### src/sv/klvt_pkg.sv
// Shared constants, codes and controller/datapath interface types for the
// keyed latest-value table. No dependencies.
package klvt_pkg;

	localparam int TABLE_ENTRIES = 64;
	localparam int KEY_BYTES     = 12;

	localparam int IDX_W = (TABLE_ENTRIES > 1) ? $clog2(TABLE_ENTRIES) : 1;
	localparam int CNT_W = $clog2(TABLE_ENTRIES + 1);

	localparam int OP_W     = 2;
	localparam int STATUS_W = 2;
	localparam int OUT_IDX_W = 6;

	localparam logic [OP_W-1:0] OP_UPDATE = 2'd0;
	localparam logic [OP_W-1:0] OP_QUERY  = 2'd1;
	localparam logic [OP_W-1:0] OP_READ   = 2'd2;

	localparam logic [STATUS_W-1:0] ST_OVERWRITE = 2'd0;
	localparam logic [STATUS_W-1:0] ST_APPEND    = 2'd1;
	localparam logic [STATUS_W-1:0] ST_FULL      = 2'd2;
	localparam logic [STATUS_W-1:0] ST_IGNORED   = 2'd3;

	typedef struct packed {
		logic load;      // capture a new transaction, restart scan
		logic scan;      // advance the key scan
		logic data;      // apply update / fetch entry data
		logic out_load;  // load the output register
	} klvt_cmd_t;

	typedef struct packed {
		logic scan_done;
	} klvt_sts_t;

endpackage

### src/sv/klvt_ctrl.sv
// Controller FSM for the keyed latest-value table: sequences capture, scan,
// data access and response. Depends on klvt_pkg.
module klvt_ctrl import klvt_pkg::*; (
	input  logic      clk,
	input  logic      arst_n,
	input  logic      in_valid,
	output logic      in_ready,
	output logic      out_valid,
	input  logic      out_ready,
	input  klvt_sts_t sts,
	output klvt_cmd_t cmd
);

	localparam logic [1:0] S_IDLE = 2'd0;
	localparam logic [1:0] S_SCAN = 2'd1;
	localparam logic [1:0] S_DATA = 2'd2;
	localparam logic [1:0] S_RESP = 2'd3;

	logic [1:0] state_q;
	logic [1:0] state_d;
	logic       out_valid_q;
	logic       out_free;

	assign out_free  = !out_valid_q || out_ready;
	assign in_ready  = (state_q == S_IDLE);
	assign out_valid = out_valid_q;

	always_comb begin
		state_d      = state_q;
		cmd.load     = 1'b0;
		cmd.scan     = 1'b0;
		cmd.data     = 1'b0;
		cmd.out_load = 1'b0;
		case (state_q)
			S_IDLE: begin
				if (in_valid) begin
					cmd.load = 1'b1;
					state_d  = S_SCAN;
				end
			end
			S_SCAN: begin
				cmd.scan = 1'b1;
				if (sts.scan_done) state_d = S_DATA;
			end
			S_DATA: begin
				cmd.data = 1'b1;
				state_d  = S_RESP;
			end
			S_RESP: begin
				// hold the result until the output register frees up
				if (out_free) begin
					cmd.out_load = 1'b1;
					state_d      = S_IDLE;
				end
			end
			default: state_d = S_IDLE;
		endcase
	end

	always_ff @(posedge clk or negedge arst_n) begin
		if (!arst_n) begin
			state_q     <= S_IDLE;
			out_valid_q <= 1'b0;
		end else begin
			state_q <= state_d;
			if (cmd.out_load) out_valid_q <= 1'b1;
			else if (out_ready) out_valid_q <= 1'b0;
		end
	end

	a_load_in_idle: assert property (@(posedge clk) disable iff (!arst_n)
		cmd.load |-> (state_q == S_IDLE) && in_valid)
		else $error("load outside idle");
	a_out_after_load: assert property (@(posedge clk) disable iff (!arst_n)
		cmd.out_load |=> out_valid)
		else $error("output not valid after load");
	a_no_overrun: assert property (@(posedge clk) disable iff (!arst_n)
		cmd.out_load |-> !out_valid || out_ready)
		else $error("output register overrun");

endmodule

### config.mk
export PLATFORM = sky130hd
export DESIGN_NAME = klvt_ctrl
export DESIGN_NICKNAME = d
export VERILOG_FILES = /design/src/sv/klvt_pkg.sv /design/src/sv/klvt_ctrl.sv
export SDC_FILE = /design/constraint.sdc
export NUM_CORES = 1
export LEC_CHECK = 0
export ABC_AREA = 1
export BUFFER_PORTS_ARGS = -buffer_cell sky130_fd_sc_hd__buf_2
export CAP_MARGIN = 20
export CORE_AREA = 2 2 39 41
export DETAILED_ROUTE_END_ITERATION = 8
export DIE_AREA = 0 0 41 43
export PLACE_DENSITY = 0.35
export SLEW_MARGIN = 20
export SYNTH_ARGS = -nofsm -noshare
export SYNTH_HDL_FRONTEND = slang
export SYNTH_SLANG_ARGS = --single-unit
### constraint.sdc
create_clock -name clk -period 1.04 [get_ports clk]
set_input_delay 0.208 -clock clk [delete_from_list [all_inputs] [get_ports clk]]
set_output_delay 0.208 -clock clk [all_outputs]
set_load 0.1 [all_outputs]
* After elaboration in Yosys (flattened, before gate mapping)
Index checks and enable logic that the tools add are counted.
** Word-level totals
- Register bits after elaboration :: 3
- Latch bits :: 0
- Bits in writable memories :: 0
- Bits in read-only memories :: 0
- Input bits :: 5
- Output and inout bits :: 6
- Memories :: 0
** Cells by class
- Add/sub/neg operators :: 0
- Multiply operators :: 0
- Divide/modulo/power cells :: 0
- $lt $le $gt $ge :: 0
- Equal/unequal tests :: 6
- Shifts and indexed selects :: 0
- Muxes and demuxes :: 12
- Bitwise gates (word level) :: 0
- Reductions and logical operators :: 5
** Operators by type and width (number)
- 2-to-1 mux 1 bit :: 8
- case mux 2 bit (4 select lines) :: 1
- 2-to-1 mux 2 bit :: 3
- inequality test 2 bit (second input constant) :: 3
- equality test 2 bit (second input constant) :: 2
- AND reduction 3 bit :: 1
- equality test 2 x 1 -> 1 bit (second input constant) :: 1
- logical NOT 2 bit :: 1
- nonzero test 2 bit :: 1
- logical NOT 1 bit :: 1
- logical OR 1 bit :: 1

* Logic depth before layout (Yosys ltp)
- Depth after elaboration :: 5
- Gate-level depth with buffers :: 6
- Gate-level depth less buffers :: 6

* Least setup slack after synthesis
Ideal clock, no wire load.
- Path kind :: register -> output
- Start :: register out_valid_q (netlist: out_valid)
- End :: output cmd[0] (netlist bit)
- Arrival :: 2.401 ns
- Path slack :: -1.569 ns
- Cell stages (with the launch flop) :: 2
- Buffers on the path :: 0
- Cell sequence :: dfrtp_1 > a21oi_1
** RTL lines
- from (decl) :: RTL line klvt_ctrl.sv:21 : logic out_valid_q;
- from (signal assigned) :: RTL line klvt_ctrl.sv:63 : out_valid_q <= 1'b0;
- from (signal assigned) :: RTL line klvt_ctrl.sv:66 : if (cmd.out_load) out_valid_q <= 1'b1;
- from (signal assigned) :: RTL line klvt_ctrl.sv:67 : else if (out_ready) out_valid_q <= 1'b0;
- to (decl) :: RTL line klvt_ctrl.sv:11 : output klvt_cmd_t cmd

==> flow_summary.toml <==
[finish]
multiInputGateArea_um2 = 196
register_area_um2 = 76.3
syn2layout_area_growth_pct = 151
fin_nets = 66
n_antenna_cell = 0
fillers = 141
drive_gt1_share_pct = 67.9

[floorplanning]
initial_utilization_pct = 17.3
core_mm2 = 0.00138
die-width_um = 41
io_pins = 11
dieHeight_um = 43
rows = 14
die_area_mm2 = 0.00176

[synthesis]
synthCells = 31
yosysWarnings = 0
yosys.area.top_type = "dfrtp_1"
synthesis.nets = 40
synth.avg_cell_area_um2 = 7.71
netlist.area_leader.share_pct = 31.4
synth-edff-count = 0
synth_ff_type = "dfrtp_1"
synth.most_common_cell = "inv_1"
synth-seq-cells = 3
synthTopCellsByCount = "inv_1, nand2_1, ha_1"
synthArstFlopShare_pct = 100
ys_seq_area_share_pct = 31.4
synth.distinct_cells = 8
netlist_top_cells_area = "dfrtp_1, ha_1, inv_1"
syn_area_um2 = 239

[timing]
fmax_ghz = 0.718
timing.final.crit_share_pct = 134
tightest_slew_ps = 192
fin_crit_ps = 1390
slew-limit-headroom_pct = 87.2
setup_viol = 8
finClkSkew_ps = 1.39
final_max_slew_viol_count = 0
setup_slack_ps = -352
hold_violations = 0
grt_setup_unrepaired = "true"

[min_path]
min_from = "out_ready"
min_path_type = "in -> reg"
holdPathEnd = "out_valid"
min_path_cells = 4

[drt]
vias = 267
antenna_left = 0
via_per_inst = 3.71
wl_um = 588
firstDrtPassIters = 3
drc = 0
wl_per_cell_um = 8.17
drtIter0Drc = 2

[place]
place_ws_ps = -111
post-dp-hpwl_um = 442
place_congestion = 0.734
numPortBuffers = 10

[global_route]
grt_pass1_wl_um = 1010
grt_overflow = 0
grt.total_usage_pct = 8.74
grt_max_degree = 5
grt_antenna_before_repair = 0
first_global_vias = 266

[status]
violations = "setup timing"
status = "complete, but fails checks"

[worst_setup_path]
timing.rr.start = "state_q[1]"
worstSetupPathType = "reg -> out"
timing.rr.end = "state_q[1]"
cp.arrival_ps = 1180
worstSetupStartpointType = "register"
ff2ff_setup_slack_ps = -160
worst-path-max-fanout = 3
cp.required_ps = 830
rr_worst_depth = 8
critPathCaptureType = "output port"

[clocking]
cts_tree = "done"
clockBufferDepth = 2
worstSkewPairLatency_ps = 230
cts_num_sinks = 3
clk_transition_reported_paths_ps = 40
h-tree-depth = 1
cts_root_buf = "clkbuf_4"
cts-buffers-inserted = 3

[run]
maxCapViolations = 0
## layout make-up
class,instances,share of cell area (%)
Timing Repair Buffer,21,40.6
Tap cell,16,3.33
Sequential cell,3,12.7
Inverter,9,6.25
Clock buffer,4,4.38
Multi-Input combinational cell,19,32.7
## how the worst max path moves through the flow
stage / cells past startpoint / to / start / slack [ps]
6_report: 4 / cmd[0] / state_q[1] / -350
5_1_grt: 4 / cmd[0] / state_q[1] / -410
4_1_cts: 4 / cmd[0] / state_q[1] / -360
3_5_place_dp: 4 / cmd[0] / state_q[1] / -110
3_3_place_gp: 6 / state_q[0] / state_q[0] / -100
2_1_floorplan: 4 / cmd[3] / state_q[1] / -450
## worst max-delay path, cell delays in order, from the launching register on
cell	delay [ps]
dfrtp_1	380
ha_2	210
inv_2	50
a21oi_4	130
buf_12	190
## state kept, by name (all words and copies together), names as in the netlist
| name | flops |
|---|---|
| state_q | 2 |
| out_valid | 1 |
## cell usage in the layout, fill, tap and decap left out, types with 2 or more instances in the layout
cell and n:
buf_2 4, clkbuf_4 3, dfrtp_1 2, inv_2 3
nand2_1 7, buf_6 5, ha_4 2, nand4_1 2
buf_12 6, nand2_4 3, ha_2 2, inv_1 5
buf_4 5
## layer usage
layer | track usage, % | wire length (um) | up-vias
met1 | 9.35 | 242 | 118
met3 | 3.14 | 19 | 0
met5 | 0 | 0 | -
met4 | 6.00 | 0 | 0
met2 | 13.4 | 326 | 5
li1 | - | - | 144
## logic make-up (layout without fill, tap and decap cells)
logic type / Yosys count / after routing / share of synthesized area [%]
AO/OA/AOI/OAI: 1 / 1 / 2.09
adder cells (fa/ha/maj): 4 / 4 / 20.9
AND/OR/NAND/NOR: 14 / 14 / 31.4
buffers and inverters: 9 / 34 / 14.1
flip-flops: 3 / 3 / 31.4
## timing repair
action | in CTS | in global routing
hold buffers | 1 | 0
setup endpoints to repair | 8 | 8
resized for setup | 9 | 3
buffers inserted | 2 | 4
hold endpoints to repair | 3 | 0
pin swaps | 4 | 5
## stage by stage
step,util [%],area (um^2),setup TNS [ps],std cells,hold WS (ps)
6_report,43.4,601,-1970,72,304
5_1_grt,43.4,601,-2520,72,293
4_1_cts,40.7,563,-1880,69,274
3_5_place_dp,34.2,473,-611,62,6.09
3_3_place_gp,34.2,473,-559,62,3.05
2_1_floorplan,-,275,-1950,31,-87.6
Power is not shown: default switching activity piles up to over one toggle a cycle in this logic, so the estimate is an artifact.
